File: src/rtl/dm64_pkg.sv
// ----------------------------------------------------------------------------
// dm64_pkg: shared types and constants for the 64-bit divide/modulo block
// Request and response beat layouts, data width and action codes.
// ----------------------------------------------------------------------------
`default_nettype none

package dm64_pkg;

  localparam int DATA_WIDTH = 64;
  localparam int STEP_WIDTH = $clog2(DATA_WIDTH);

  localparam logic [1:0] ACT_UQUO = 2'd0;
  localparam logic [1:0] ACT_UREM = 2'd1;
  localparam logic [1:0] ACT_SQUO = 2'd2;
  localparam logic [1:0] ACT_SREM = 2'd3;

  typedef struct packed {
    logic [1:0]            action;
    logic [DATA_WIDTH-1:0] dividend;
    logic [DATA_WIDTH-1:0] divisor;
  } req_t;

  typedef struct packed {
    logic [DATA_WIDTH-1:0] result;
    logic                  div_by_zero;
  } rsp_t;

endpackage

`default_nettype wire

File: src/rtl/dm64_alu.sv
// ----------------------------------------------------------------------------
// dm64_alu: shared 64-bit subtractor
// Computes a - b with a carry out that is set when a >= b (no borrow). Used
// for operand negation, each restoring-division step and result negation.
// ----------------------------------------------------------------------------
`default_nettype none

module dm64_alu (
  input  wire logic [dm64_pkg::DATA_WIDTH-1:0] a,
  input  wire logic [dm64_pkg::DATA_WIDTH-1:0] b,
  output logic      [dm64_pkg::DATA_WIDTH-1:0] diff,
  output logic                                 no_borrow
);
  import dm64_pkg::*;

  logic [DATA_WIDTH:0] sum;

  assign sum       = {1'b0, a} + {1'b0, ~b} + {{DATA_WIDTH{1'b0}}, 1'b1};
  assign diff      = sum[DATA_WIDTH-1:0];
  assign no_borrow = sum[DATA_WIDTH];

endmodule

`default_nettype wire

File: src/rtl/divide_modulo_64.sv
// ----------------------------------------------------------------------------
// divide_modulo_64: 64-bit unsigned/signed divide and modulo
// Restoring long division, one quotient bit per cycle on a shared subtractor.
// ----------------------------------------------------------------------------
// A beat is taken when start is high and busy is low. The answer appears on
// response with done high for exactly one cycle, after the block has passed
// through ST_NEGA (dividend magnitude), ST_NEGB (divisor magnitude), ST_DIV
// (64 division steps) and ST_FIX (signing the result), all on the
// single 64-bit subtractor. busy is low again in the cycle that done is high,
// so a new beat may be offered then and is taken at the edge that ends it; no
// new beat is taken while one is in progress.
// The receiver cannot stall the result. Division by zero gives an all-ones
// magnitude quotient and the dividend as the remainder, with div_by_zero set.
`default_nettype none

module divide_modulo_64 (
  input  wire logic           clk,
  input  wire logic           rst,
  input  wire logic           start,
  input  wire dm64_pkg::req_t request,
  output logic                busy,
  output logic                done,
  output dm64_pkg::rsp_t      response
);
  import dm64_pkg::*;

  localparam logic [2:0] ST_IDLE = 3'd0;
  localparam logic [2:0] ST_NEGA = 3'd1;
  localparam logic [2:0] ST_NEGB = 3'd2;
  localparam logic [2:0] ST_DIV  = 3'd3;
  localparam logic [2:0] ST_FIX  = 3'd4;

  logic [2:0]            state;
  logic [STEP_WIDTH-1:0] step;
  logic [DATA_WIDTH-1:0] quo;   // dividend shifts out the top, quotient in
  logic [DATA_WIDTH-1:0] rem;
  logic [DATA_WIDTH-1:0] den;
  logic                  is_signed;
  logic                  want_rem;
  logic                  neg_num;
  logic                  neg_den;
  logic                  zero;

  logic [DATA_WIDTH-1:0] alu_a;
  logic [DATA_WIDTH-1:0] alu_b;
  logic [DATA_WIDTH-1:0] alu_diff;
  logic                  alu_nb;
  logic [DATA_WIDTH-1:0] rem_shift;
  logic                  take;
  logic [DATA_WIDTH-1:0] final_val;
  logic                  final_neg;

  assign rem_shift = {rem[DATA_WIDTH-2:0], quo[DATA_WIDTH-1]};
  // The bit shifted out of the partial remainder makes it at least 2^64.
  assign take      = rem[DATA_WIDTH-1] | alu_nb;
  assign final_val = want_rem ? rem : quo;
  assign final_neg = want_rem ? (is_signed & neg_num)
                              : (is_signed & (neg_num ^ neg_den));

  always_comb begin
    alu_a = '0;
    alu_b = quo;
    unique case (state)
      ST_NEGA: begin
        alu_b = quo;
      end
      ST_NEGB: begin
        alu_b = den;
      end
      ST_DIV: begin
        alu_a = rem_shift;
        alu_b = den;
      end
      ST_FIX: begin
        alu_b = final_val;
      end
      default: begin
        alu_b = quo;
      end
    endcase
  end

  dm64_alu u_alu (
    .a         (alu_a),
    .b         (alu_b),
    .diff      (alu_diff),
    .no_borrow (alu_nb)
  );

  assign busy = (state != ST_IDLE);

  always_ff @(posedge clk) begin
    if (rst) begin
      state <= ST_IDLE;
      done  <= 1'b0;
      step  <= '0;
    end else begin
      done <= 1'b0;
      unique case (state)
        ST_IDLE: begin
          if (start) begin
            state <= ST_NEGA;
          end
        end
        ST_NEGA: begin
          state <= ST_NEGB;
        end
        ST_NEGB: begin
          state <= ST_DIV;
          step  <= STEP_WIDTH'(DATA_WIDTH - 1);
        end
        ST_DIV: begin
          step <= step - STEP_WIDTH'(1);
          if (step == '0) begin
            state <= ST_FIX;
          end
        end
        ST_FIX: begin
          state <= ST_IDLE;
          done  <= 1'b1;
        end
        default: begin
          state <= ST_IDLE;
        end
      endcase
    end
  end

  always_ff @(posedge clk) begin
    unique case (state)
      ST_IDLE: begin
        if (start) begin
          quo       <= request.dividend;
          den       <= request.divisor;
          rem       <= '0;
          is_signed <= (request.action == ACT_SQUO) || (request.action == ACT_SREM);
          want_rem  <= (request.action == ACT_UREM) || (request.action == ACT_SREM);
          neg_num   <= request.dividend[DATA_WIDTH-1];
          neg_den   <= request.divisor[DATA_WIDTH-1];
          zero      <= (request.divisor == '0);
        end
      end
      ST_NEGA: begin
        if (is_signed && neg_num) begin
          quo <= alu_diff;
        end
      end
      ST_NEGB: begin
        if (is_signed && neg_den) begin
          den <= alu_diff;
        end
      end
      ST_DIV: begin
        rem <= take ? alu_diff : rem_shift;
        quo <= {quo[DATA_WIDTH-2:0], take};
      end
      ST_FIX: begin
        response.result      <= final_neg ? alu_diff : final_val;
        response.div_by_zero <= zero;
      end
      default: begin
        rem <= rem;
      end
    endcase
  end

endmodule

`default_nettype wire

File: config.mk
export PLATFORM = sky130hd
export DESIGN_NAME = divide_modulo_64
export DESIGN_NICKNAME = d
export VERILOG_FILES = /design/src/rtl/dm64_pkg.sv /design/src/rtl/dm64_alu.sv /design/src/rtl/divide_modulo_64.sv
export SDC_FILE = /design/constraint.sdc
export NUM_CORES = 1
export LEC_CHECK = 0
export ABC_AREA = 1
export BUFFER_PORTS_ARGS = -buffer_cell sky130_fd_sc_hd__buf_2
export CAP_MARGIN = 20
export CORE_MARGIN = 3
export CORE_UTILIZATION = 39
export CTS_BUF_LIST = sky130_fd_sc_hd__clkbuf_16
export DETAILED_ROUTE_END_ITERATION = 8
export GPL_TIMING_DRIVEN = 0
export PLACE_DENSITY = 0.58
export SLEW_MARGIN = 20
export SYNTH_ARGS = -nofsm -noshare
export SYNTH_HDL_FRONTEND = slang
export SYNTH_HIERARCHICAL = 1
export SYNTH_SLANG_ARGS = --single-unit
File: constraint.sdc
create_clock -name clk -period 4.6 [get_ports clk]
set_clock_uncertainty 0.1 [all_clocks]
set_input_delay 0.92 -clock clk [delete_from_list [all_inputs] [get_ports clk]]
set_output_delay 0.92 -clock clk [all_outputs]
set_load 0.02 [all_outputs]
==> qor.yml, run 1 <==
drt:
  drt_first_iter_violations: 1781
  wirelength_um: 77700
  post-route-drc-count: 0
  dr_total_vias: 20100
  final_antenna_net_count: 0
  route.detailed.vias_per_inst: 5.16
  drt_first_pass_iters: 5
  post_drt_wl_per_cell_um: 19.9
logic_synthesis:
  synth_nets: 3161
  netlist_area_mm2: 0.0204
  synth_ff_type: "sky130_fd_sc_hd__edfxtp_1"
  postSynth.asyncResetShare_pct: 0
  synth_edf_count: 262
  post_synthesis_mean_instance_area_um2: 6.89
  post_synth_inst_count: 2961
  yosys_warn_count: 6
  synth_cell_types: 37
  ys_seq_elements: 272
  ys_seq_area_share_pct: 39.5
sta:
  final_hold_viol_count: 0
  fin_crit_ps: 4410
  worst-slew-pin-transition_ps: 840
  setup-tns-final_ps: 0
  finalCritPeriodShare_pct: 95.8
  drv_slew: 0
  fin_ws_ps: 194
  slew_headroom_pct: 43.8
  maximum_clock_frequency_ghz: 0.227
  setup-violations-final: 0
  setup_repair_after_global_routing_missed_its_margin: "no"
clock_network:
  clock_transition_at_path_regs_ps: 60
  cts_buffers: 31
  tritoncts: "built"
  max-clock-path-buffers: 3
  clk_latency_ps: 600
  cts.sink_count: 272
  clock-root-buffer: "sky130_fd_sc_hd__clkbuf_16"
  h-tree-depth: 1
worst_setup_path:
  reg2reg_slack_ps: 190
  critPathKind: "reg2reg"
  path_common_cell: "sky130_fd_sc_hd__nand2_1"
  worstSetupEndpointType: "flop"
  worst_setup_sp_type: "flop"
  cp_data_required_time_ps: 4840
  worst_path_largest_cell_delay_ps: 390
  crit_chain: "inv_2, nor3_4, buf_6, buf_4, nand2_1, o211ai_1, inv_1, ha_1, nand2_1, inv_1, nand2_1, nand2_1, a21oi_4, o21bai_2, nand2_1, nand3_1, nand2_1, nand2_1, or2_2, buf_8, clkbuf_2, o21ai_0, a21oi_1"
  critPathArrivalTime_ps: 4650
  critical_path_buf_inv_count: 7
  worst-path-max-fanout: 10
  crit_family: "simple AND/OR/NAND/NOR gates"
  slowest_stage: "sky130_fd_sc_hd__dfxtp_2"
global_routing:
  grt_first_pass_wirelength_um: 117000
  grt.met1_usage_pct: 37.8
  grt_overflow: 0
  groute.layer.met2.usage_pct: 43.3
  globalRouteTotalUtil_pct: 27.2
  grt_max_degree: 46
  grt_antenna_before_repair: 3
  grt_pass1_vias: 19600
  grt.met3_usage_pct: 3.99
  grt-busiest-layer: "met2"
pwr:
  power-per-cell-area_mw_per_mm2: 409
  ir_drop_v: 0.000257
  leakage_nw: 11.8
place:
  port-buffer-count: 197
  estimated_wirelength_of_the_detail_placed_design_um: 62300
  place_worst_setup_slack_ps: -640
  gpl.final_weighted_congestion: 0.955
floorplanning:
  fp-row-count: 83
  die_width_um: 235
  initial_utilization_pct: 39.6
  ios: 200
  die_area_mm2: 0.0551
  fp.coreArea_mm2: 0.0515
  dieHeight_um: 235
min_path:
  hold_class: "reg2reg"
finish:
  antenna-diode-count: 0
  flow.area_growth_from_synthesis_pct: 15.8
  layout.nets: 3400
  nFillCells: 5525
  share_of_cells_above_drive_strength_1_pct: 12.6
status:
  status: "finished clean"
flow_run:
  max_cap_viols: 0
## power breakdown
part	internal (W)	total (W)	switching (W)
registers	0.00325	0.00339	0.000140
logic	0.00108	0.00383	0.00275
clock network	0.00138	0.00245	0.00107
total	0.00571	0.00967	0.00396
## routing by layer
layer	routed length [um]	part of all wire, %	up-vias
met5	0	0	-
met4	2850	3.7	0
met3	5180	6.7	112
met2	34500	44	727
met1	35100	45	9390
li1	-	-	9909
## flip-flops by register name (all words and copies together) (netlist names)
name       flops
done           1
is_signed      1
zero           1
neg_den        1
den           64
want_rem       1
rem           64
state          3
step           6
response      65
neg_num        1
quo           64
## placed cells by master (no fill, tap or decap), types with 7 or more instances in the layout
master,synthesis,routed
sky130_fd_sc_hd__a21oi_1,114,112
sky130_fd_sc_hd__buf_2,62,245
sky130_fd_sc_hd__buf_4,11,18
sky130_fd_sc_hd__buf_6,0,11
sky130_fd_sc_hd__clkbuf_1,38,16
sky130_fd_sc_hd__clkbuf_16,0,32
sky130_fd_sc_hd__clkbuf_2,0,10
sky130_fd_sc_hd__clkbuf_4,0,7
sky130_fd_sc_hd__clkinv_2,0,7
sky130_fd_sc_hd__dfxtp_1,10,9
sky130_fd_sc_hd__edfxtp_1,262,262
sky130_fd_sc_hd__ha_1,66,66
sky130_fd_sc_hd__inv_1,597,601
sky130_fd_sc_hd__nand2_1,1008,1006
sky130_fd_sc_hd__nand2_2,18,18
sky130_fd_sc_hd__nand3_1,55,55
sky130_fd_sc_hd__nand4_1,24,24
sky130_fd_sc_hd__nor2_1,214,212
sky130_fd_sc_hd__nor2_2,13,14
sky130_fd_sc_hd__nor3_1,14,14
sky130_fd_sc_hd__o211ai_1,64,64
sky130_fd_sc_hd__o21ai_0,186,176
sky130_fd_sc_hd__o21ai_1,79,88
sky130_fd_sc_hd__o221ai_1,63,63
sky130_fd_sc_hd__xor2_1,30,30
## per-stage QoR
step / instances / hold slack, ps / utilization (%) / power, W / area (um2)
2_1_floorplan: 2961 / 300 / - / 0.00587 / 20400
3_3_place_gp: 3838 / 310 / 43.2 / 0.00710 / 22200
3_5_place_dp: 3845 / 315 / 43.6 / 0.00716 / 22400
4_1_cts: 3900 / 330 / 45.7 / 0.00963 / 23500
5_1_grt: 3902 / 340 / 45.8 / 0.0103 / 23600
6_report: 3902 / 332 / 45.8 / 0.00967 / 23600
## worst register-to-register path: stages, from the launching register on
cell,delay [ps]
sky130_fd_sc_hd__dfxtp_2,390
sky130_fd_sc_hd__inv_2,70
sky130_fd_sc_hd__nor3_4,240
sky130_fd_sc_hd__buf_6,230
sky130_fd_sc_hd__buf_4,320
sky130_fd_sc_hd__nand2_1,100
sky130_fd_sc_hd__o211ai_1,100
sky130_fd_sc_hd__inv_1,80
sky130_fd_sc_hd__ha_1,340
sky130_fd_sc_hd__nand2_1,140
sky130_fd_sc_hd__inv_1,50
sky130_fd_sc_hd__nand2_1,60
sky130_fd_sc_hd__nand2_1,120
sky130_fd_sc_hd__a21oi_4,240
sky130_fd_sc_hd__o21bai_2,100
sky130_fd_sc_hd__nand2_1,100
sky130_fd_sc_hd__nand3_1,140
sky130_fd_sc_hd__nand2_1,100
sky130_fd_sc_hd__nand2_1,100
sky130_fd_sc_hd__or2_2,360
sky130_fd_sc_hd__buf_8,180
sky130_fd_sc_hd__clkbuf_2,200
sky130_fd_sc_hd__o21ai_0,230
sky130_fd_sc_hd__a21oi_1,60
## final cells by class
| cell class | count | area (um2) | area share [%] |
|---|---|---|---|
| Multi-Input combinational cell | 1972 | 9590 | 40.6 |
| Sequential cell | 272 | 8070 | 34.2 |
| Inverter | 603 | 2260 | 9.58 |
| Timing Repair Buffer | 206 | 1150 | 4.89 |
| Tap cell | 680 | 851 | 3.60 |
| Clock buffer | 31 | 776 | 3.28 |
| Buffer | 114 | 717 | 3.04 |
| Clock inverter | 24 | 195 | 0.826 |
## worst paths after layout
check                           to  cells past startpoint                   from
min reg2reg  response[0]$_DFFE_PN_                      0         zero$_DFFE_PP_
max reg2reg  rem[20]$_SDFFCE_PP0P_                     23  state[2]$_SDFFE_PP0P_
max          rem[20]$_SDFFCE_PP0P_                     23  state[2]$_SDFFE_PP0P_
min          response[0]$_DFFE_PN_                      0         zero$_DFFE_PP_
## synthesized netlist by cell type (3+ instances only)
cell type | count | area share [%]
sky130_fd_sc_hd__o21ai_1 | 79 | 1.9
sky130_fd_sc_hd__nor2_4 | 3 | 0.17
sky130_fd_sc_hd__ha_1 | 66 | 4.0
sky130_fd_sc_hd__inv_1 | 597 | 11
sky130_fd_sc_hd__buf_4 | 11 | 0.40
sky130_fd_sc_hd__xor2_1 | 30 | 1.3
sky130_fd_sc_hd__o21ai_0 | 186 | 4.6
sky130_fd_sc_hd__edfxtp_1 | 262 | 39
sky130_fd_sc_hd__inv_2 | 6 | 0.11
sky130_fd_sc_hd__nor3_2 | 4 | 0.20
sky130_fd_sc_hd__clkbuf_1 | 38 | 0.70
sky130_fd_sc_hd__a21oi_1 | 114 | 2.8
sky130_fd_sc_hd__nand3_1 | 55 | 1.3
sky130_fd_sc_hd__buf_2 | 62 | 1.5
sky130_fd_sc_hd__nor2_2 | 13 | 0.40
sky130_fd_sc_hd__nor3_1 | 14 | 0.34
sky130_fd_sc_hd__nand2_2 | 18 | 0.55
sky130_fd_sc_hd__o211ai_1 | 64 | 2.4
sky130_fd_sc_hd__nand2_1 | 1008 | 19
sky130_fd_sc_hd__nand4_1 | 24 | 0.74
sky130_fd_sc_hd__nand3_2 | 4 | 0.20
sky130_fd_sc_hd__o221ai_1 | 63 | 2.7
sky130_fd_sc_hd__dfxtp_1 | 10 | 0.98
sky130_fd_sc_hd__buf_1 | 3 | 0.055
sky130_fd_sc_hd__nor2_1 | 214 | 3.9
## repair_timing
item                                   in CTS  in global routing
endpoints found under the hold margin       0                  0
cloned                                      0                  1
gates resized for setup                    46                 54
setup endpoints to repair                  65                 65
setup buffers                               0                  2
hold buffers                                0                  0
pin swaps                                   0                  1
## cells by family after synthesis
kind of cell / after synthesis / synth area share, %
xor+xnor: 31 / 1.33
buf+inv: 717 / 13.8
compound gates: 512 / 14.6
fa+ha+maj: 67 / 4.15
flops: 272 / 39.5
simple gates: 1362 / 26.6
Power figures use the tool's default switching activity.
==> run 2: changes to the inputs <==
Settings changed: ABC_AREA 1 to 0.
==> qor.yml, run 2 <==
drt:
  route.detailed.vias_per_inst: 5.75
  post_drt_wl_per_cell_um: 22.7
  wirelength_um: 64000
  final_antenna_net_count: 0
  drt_first_pass_iters: 5
  dr_total_vias: 16200
  drt_first_iter_violations: 1633
  post-route-drc-count: 0
worst_setup_path:
  crit_family: "compound AO/OA/AOI/OAI gates"
  crit_chain: "and4bb_2, buf_8, buf_12, a22oi_2, nand2_2, ha_4, fa_2, nand2b_4, a21o_1, a31oi_4, o2bb2ai_4, o211ai_1, a211oi_2, a21oi_2, o31a_1, o211ai_1, o21a_2, or2_4, buf_12, buf_8, nand2_1, a21oi_2"
  worst_r2r_endpoint: "rem[32]$_SDFFCE_PP0P_"
  slowest_stage: "sky130_fd_sc_hd__edfxtp_1"
  worst-r2r-cell-count: 22
  critical_path_buf_inv_count: 4
  critPathArrivalTime_ps: 5210
  worstSetupEndpointType: "flop"
  worst_setup_sp_type: "flop"
  critPathKind: "reg2reg"
  reg2reg_slack_ps: -320
  cp_data_required_time_ps: 4890
  worst-path-max-fanout: 10
  rr_startpoint: "want_rem$_DFFE_PP_"
  worst_path_largest_cell_delay_ps: 420
logic_synthesis:
  yosys_warn_count: 6
  synth_ff_type: "sky130_fd_sc_hd__edfxtp_1"
  post-synth-top-area-cell: "sky130_fd_sc_hd__edfxtp_1"
  postSynth.asyncResetShare_pct: 0
  synth_nets: 2100
  yosys-top-cells-count: "377 x sky130_fd_sc_hd__nand2_1, 262 x sky130_fd_sc_hd__edfxtp_1, 166 x sky130_fd_sc_hd__mux2_2, 139 x sky130_fd_sc_hd__a21oi_1, 89 x sky130_fd_sc_hd__o21ai_0"
  synth_top_area_share_pct: 42.2
  ys_seq_area_share_pct: 43.3
  ys_seq_elements: 272
  synth_cell_types: 75
  post_synth_inst_count: 1900
  yosysMostFrequentCell: "sky130_fd_sc_hd__nand2_1"
  netlist_area_mm2: 0.0186
  post_synthesis_mean_instance_area_um2: 9.81
  post_synth_main_area_contributors: "sky130_fd_sc_hd__edfxtp_1 42%, sky130_fd_sc_hd__mux2_2 10%, sky130_fd_sc_hd__nand2_1 7.6%, sky130_fd_sc_hd__ha_1 4.4%, sky130_fd_sc_hd__a21oi_1 3.7%"
  synth_edf_count: 262
global_routing:
  grt_overflow: 0
  grt_max_degree: 35
  grt_first_pass_wirelength_um: 95200
  globalRouteTotalUtil_pct: 24.5
  grt_pass1_vias: 15900
  grt_antenna_before_repair: 3
status:
  status: "complete, but fails checks"
  failing_checks: "setup timing"
finish:
  max_flop_register: "response"
  largest_register_ff_count: 65
  share_of_cells_above_drive_strength_1_pct: 33.2
  layout.nets: 2384
  flow.area_growth_from_synthesis_pct: 25.3
  most-common-layout-cells: "338 x sky130_fd_sc_hd__nand2_1, 262 x sky130_fd_sc_hd__edfxtp_1, 215 x sky130_fd_sc_hd__buf_2"
  layout.cells.most_common: "sky130_fd_sc_hd__nand2_1"
  finished_layout_cells: 2814
place:
  post-place-cells: 2708
  place_worst_setup_slack_ps: -1520
  port-buffer-count: 196
  estimated_wirelength_of_the_detail_placed_design_um: 46000
  gpl.final_weighted_congestion: 0.892
sta:
  setup-violations-final: 76
  slew_headroom_pct: 44.2
  setup_repair_after_global_routing_missed_its_margin: "yes"
  worst-slew-pin-transition_ps: 829
  drv_slew: 0
  final_hold_viol_count: 0
  maximum_clock_frequency_ghz: 0.203
  fin_ws_ps: -321
  finalCritPeriodShare_pct: 107
  fin_crit_ps: 4920
min_path:
  worst_hold_launch: "step[4]$_SDFFE_PP0N_"
  hold_path_end: "step[4]$_SDFFE_PP0N_"
  worstHoldPathCells: 2
  hold_class: "reg2reg"
pwr:
  p_seq_share_pct: 35.3
  switching_share_pct: 36.8
  pwr-share-clk_pct: 26.6
  ir_drop_v: 0.000219
  leakage_nw: 9.90
  comb_power_share_pct: 38.1
  power.net_switching_w: 0.00358
  power-per-cell-area_mw_per_mm2: 416
  internal_power_w: 0.00614
flow_run:
  max_cap_viols: 0
floorplanning:
  ios: 200
  die_area_mm2: 0.0504
  initial_utilization_pct: 39.8
  die_width_um: 225
  fp.coreArea_mm2: 0.0469
  dieHeight_um: 225
  fp-row-count: 79
clock_network:
  clock-root-buffer: "sky130_fd_sc_hd__clkbuf_16"
  h-tree-depth: 2
  cts.sink_count: 272
  tritoncts: "built"
  clock_transition_at_path_regs_ps: 50
  clk_latency_ps: 560
  cts_buffers: 34
  max-clock-path-buffers: 3
-- run 2: cell count changes after synthesis, moves of 37 or more --
cell,change
sky130_fd_sc_hd__o21ai_0,-97
sky130_fd_sc_hd__o221ai_1,-63
sky130_fd_sc_hd__mux2i_1,+64
sky130_fd_sc_hd__nor2_1,-158
sky130_fd_sc_hd__o21ai_1,-74
sky130_fd_sc_hd__nand3_1,-37
sky130_fd_sc_hd__a22oi_1,+67
sky130_fd_sc_hd__nand2_1,-631
sky130_fd_sc_hd__o211ai_1,-55
sky130_fd_sc_hd__and3_1,+70
sky130_fd_sc_hd__mux2_2,+166
sky130_fd_sc_hd__inv_1,-511
sky130_fd_sc_hd__xnor2_1,+37
-- run 2: worst max-delay path by stage --
| stage | from | end | slack [ps] | depth (start not counted) |
|---|---|---|---|---|
| after floorplan | state[1]$_SDFFE_PP0P_ | rem[42]$_SDFFCE_PP0P_ | 50 | 23 |
| after global placement | state[1]$_SDFFE_PP0P_ | quo[33]$_DFFE_PP_ | -1710 | 5 |
| after detailed placement | state[1]$_SDFFE_PP0P_ | rem[53]$_SDFFCE_PP0P_ | -1520 | 25 |
| after CTS | want_rem$_DFFE_PP_ | rem[37]$_SDFFCE_PP0P_ | -230 | 22 |
| after global routing | state[1]$_SDFFE_PP0P_ | rem[54]$_SDFFCE_PP0P_ | -440 | 22 |
| final | want_rem$_DFFE_PP_ | rem[32]$_SDFFCE_PP0P_ | -320 | 22 |
-- run 2: timing repair --
item                                    4_1_cts  5_1_grt
endpoints found under the setup margin      176      136
hold buffers                                  0        0
gates resized for setup                     131      201
buffers inserted                             29       24
pin swaps                                    53       64
cloned                                        4        4
-- run 2: area by class of cell --
| cell class | instances | area [um2] |
|---|---|---|
| clock buffers | 37 | 926 |
| multi-input cells | 1416 | 10600 |
| fillers | 4332 | 23500 |
| flip-flops and latches | 272 | 8070 |
| well taps | 607 | 759 |
| repair buffers | 261 | 1650 |
| inverters | 86 | 323 |
| plain buffers | 113 | 926 |
| clock inverters | 20 | 110 |
| diodes | 2 | 5.00 |
-- run 2: cells by family (layout without fill, tap and decap cells) --
family / count (synthesis) / count (layout) / synth area share (%)
compound gates: 413 / 413 / 14.0
xor+xnor: 60 / 60 / 2.86
fa+ha+maj: 67 / 67 / 4.54
buf+inv: 213 / 517 / 5.31
flops: 272 / 272 / 43.3
mux: 256 / 256 / 15.0
other cells: 0 / 2 / 0
simple gates: 619 / 620 / 15.0
-- run 2: power by group through the flow --
| stage | sequential [W] | combinational, W | clock [W] |
|---|---|---|---|
| 5_1_grt | 0.00346 | 0.00402 | 0.00272 |
| 6_report | 0.00343 | 0.00370 | 0.00259 |
| 3_5_place_dp | 0.00346 | 0.00310 | 0 |
| 4_1_cts | 0.00341 | 0.00334 | 0.00264 |
| 2_1_floorplan | 0.00339 | 0.00217 | 0 |
| 3_3_place_gp | 0.00349 | 0.00303 | 0 |
-- run 2: layer usage --
layer	share of wire (%)	wire [um]	vias to the layer above	global-route usage (%)
li1	-	-	7480	-
met4	4.2	2670	4	10.9
met3	7.7	4950	126	4.74
met1	44	28000	7902	34.2
met5	0.028	18	-	0
met2	44	28300	674	37.1
-- run 2: tightest hold or removal path, cell delays in order, from the launching register on --
cell	delay, ps
sky130_fd_sc_hd__dfxtp_1	310
sky130_fd_sc_hd__o21ai_0	70
sky130_fd_sc_hd__a21oi_1	60
-- run 2: stage by stage --
| step | cell area [um2] | power [W] | utilization (%) | hold slack, ps | TNS [ps] |
|---|---|---|---|---|---|
| 2_1_floorplan | 18600 | 0.00556 | - | 300 | 0 |
| 3_3_place_gp | 20400 | 0.00652 | 43.5 | 386 | -245910 |
| 3_5_place_dp | 20500 | 0.00656 | 43.8 | 387 | -144590 |
| 4_1_cts | 22400 | 0.00939 | 47.7 | 395 | -12930 |
| 5_1_grt | 23300 | 0.0102 | 49.8 | 414 | -28120 |
| 6_report | 23300 | 0.00972 | 49.8 | 390 | -18150 |
==> run 3: changes to the inputs <==
Settings changed: PLACE_DENSITY 0.58 to 0.55.
==> qor.yml, run 3 (synthesis gave the netlist of run 2 again) <==
status:
  status: "complete, but fails checks"
  failing_checks: "setup timing"
finish:
  antenna-diode-count: 0
  area_of_combinational_cells_with_multiple_inputs_mm2: 0.0105
  flow.area_growth_from_synthesis_pct: 25.3
  layout.cells.most_common: "sky130_fd_sc_hd__nand2_1"
  largest_register_ff_count: 65
  layout.nets: 2382
  nFillCells: 4418
  ff_latch_area_mm2: 0.00807
  most-common-layout-cells: "348 x sky130_fd_sc_hd__nand2_1, 262 x sky130_fd_sc_hd__edfxtp_1, 216 x sky130_fd_sc_hd__buf_2"
  share_of_cells_above_drive_strength_1_pct: 32.6
  max_flop_register: "response"
  layout.core_utilization_pct: 49.8
clock_network:
  cts.sink_count: 272
  cts_buffers: 36
  h-tree-depth: 2
  clock-root-buffer: "sky130_fd_sc_hd__clkbuf_16"
  clk_latency_ps: 560
  max-clock-path-buffers: 3
  clock_transition_at_path_regs_ps: 60
  tritoncts: "built"
  postCtsHoldBufs: 0
global_routing:
  grt_first_pass_wirelength_um: 95900
  grt_antenna_before_repair: 1
  grt_max_degree: 41
  grt_pass1_vias: 16000
  grt_overflow: 0
  globalRouteTotalUtil_pct: 24.6
pwr:
  power-per-cell-area_mw_per_mm2: 421
  power_w: 0.00983
  leakage_nw: 9.88
  ir_drop_v: 0.000239
sta:
  setup-tns-final_ps: -11160
  setup-violations-final: 73
  worst-slew-pin-transition_ps: 1090
  final_hold_viol_count: 0
  fin_crit_ps: 4810
  slew_headroom_pct: 26.9
  fin_ws_ps: -210
  worst_hold_slack_ps: 406
  finalCritPeriodShare_pct: 105
  maximum_clock_frequency_ghz: 0.208
  setup_repair_after_global_routing_missed_its_margin: "yes"
  drv_slew: 0
place:
  place_worst_setup_slack_ps: -1500
  estimated_wirelength_of_the_detail_placed_design_um: 46300
  port-buffer-count: 196
  gpl.final_weighted_congestion: 0.914
flow_run:
  max_cap_viols: 0
floorplanning:
  die_area_mm2: 0.0504
  ios: 200
  fp.coreArea_mm2: 0.0469
  initial_utilization_pct: 39.8
  fp-row-count: 79
  dieHeight_um: 225
  die_width_um: 225
worst_setup_path:
  worstSetupEndpointType: "flop"
  reg2reg_slack_ps: -210
  worst-path-max-fanout: 8
  critPathKind: "reg2reg"
  worst_setup_sp_type: "flop"
  cp_data_required_time_ps: 4910
  critPathArrivalTime_ps: 5120
drt:
  dr_total_vias: 16100
  post_drt_wl_per_cell_um: 22.7
  drt_first_iter_violations: 1371
  wirelength_um: 63900
  final_antenna_net_count: 0
  route.detailed.vias_per_inst: 5.73
  post-route-drc-count: 0
  drt_first_pass_iters: 5
min_path:
  hold_class: "reg2reg"
==> run 3: layer usage <==
layer	vias up	GRT usage (%)	routed length [um]
met5	-	0	0
met4	0	9.29	2320
met3	123	3.33	3900
met2	614	38.3	28500
met1	7904	35.0	29200
li1	7494	-	-
==> run 3: worst paths after layout <==
kind                                            from                    end  depth (start not counted)
worst min-delay path            step[4]$_SDFFE_PP0N_   step[4]$_SDFFE_PP0N_                          2
worst max-delay path              want_rem$_DFFE_PP_  rem[53]$_SDFFCE_PP0P_                         22
worst min register to register  step[4]$_SDFFE_PP0N_   step[4]$_SDFFE_PP0N_                          2
worst max register to register    want_rem$_DFFE_PP_  rem[53]$_SDFFCE_PP0P_                         22
==> run 3: area by class of cell <==
type	count	area share, %
Multi-Input combinational cell	1416	45.0
Sequential cell	272	34.6
Timing Repair Buffer	258	7.01
Buffer	112	3.99
Clock buffer	37	3.97
Tap cell	607	3.25
Inverter	86	1.38
Clock inverter	28	0.847
==> run 3: worst max-delay path, cell delays in order, from the launching register on <==
cell and delay [ps]:
sky130_fd_sc_hd__edfxtp_1 390, sky130_fd_sc_hd__and4bb_2 290, sky130_fd_sc_hd__buf_8 150, sky130_fd_sc_hd__buf_12 150, sky130_fd_sc_hd__a22oi_2 200, sky130_fd_sc_hd__nand2_2 90
sky130_fd_sc_hd__ha_4 170, sky130_fd_sc_hd__fa_2 360, sky130_fd_sc_hd__nand2b_4 150, sky130_fd_sc_hd__a21o_1 190, sky130_fd_sc_hd__a31oi_4 200, sky130_fd_sc_hd__o2bb2ai_4 150
sky130_fd_sc_hd__o211ai_1 140, sky130_fd_sc_hd__a211oi_2 340, sky130_fd_sc_hd__a21oi_2 120, sky130_fd_sc_hd__o31a_1 350, sky130_fd_sc_hd__o211ai_1 180, sky130_fd_sc_hd__o21a_2 220
sky130_fd_sc_hd__or2_4 200, sky130_fd_sc_hd__buf_12 140, sky130_fd_sc_hd__clkbuf_16 160, sky130_fd_sc_hd__nand2_1 80, sky130_fd_sc_hd__a21oi_2 130
==> run 3: power breakdown <==
group / internal, W / total [W] / leakage [nW] / switching (W)
Clock: 0.00158 / 0.00274 / 0.576 / 0.00116
Combinational: 0.00144 / 0.00366 / 6.73 / 0.00223
Sequential: 0.00319 / 0.00342 / 2.57 / 0.000233
==> run 3: through the flow <==
stage	cells	cell area, um2
floorplan	1900	18600
global route	2816	23300
detailed placement	2708	20500
CTS	2808	22600
finish	2816	23300
global placement	2703	20400
==> run 3: timing repair <==
action / 4_1_cts / 5_1_grt
buffers inserted: 33 / 17
pin swaps: 82 / 55
gates resized for setup: 151 / 154
endpoints found under the setup margin: 178 / 135
gates cloned: 8 / 1
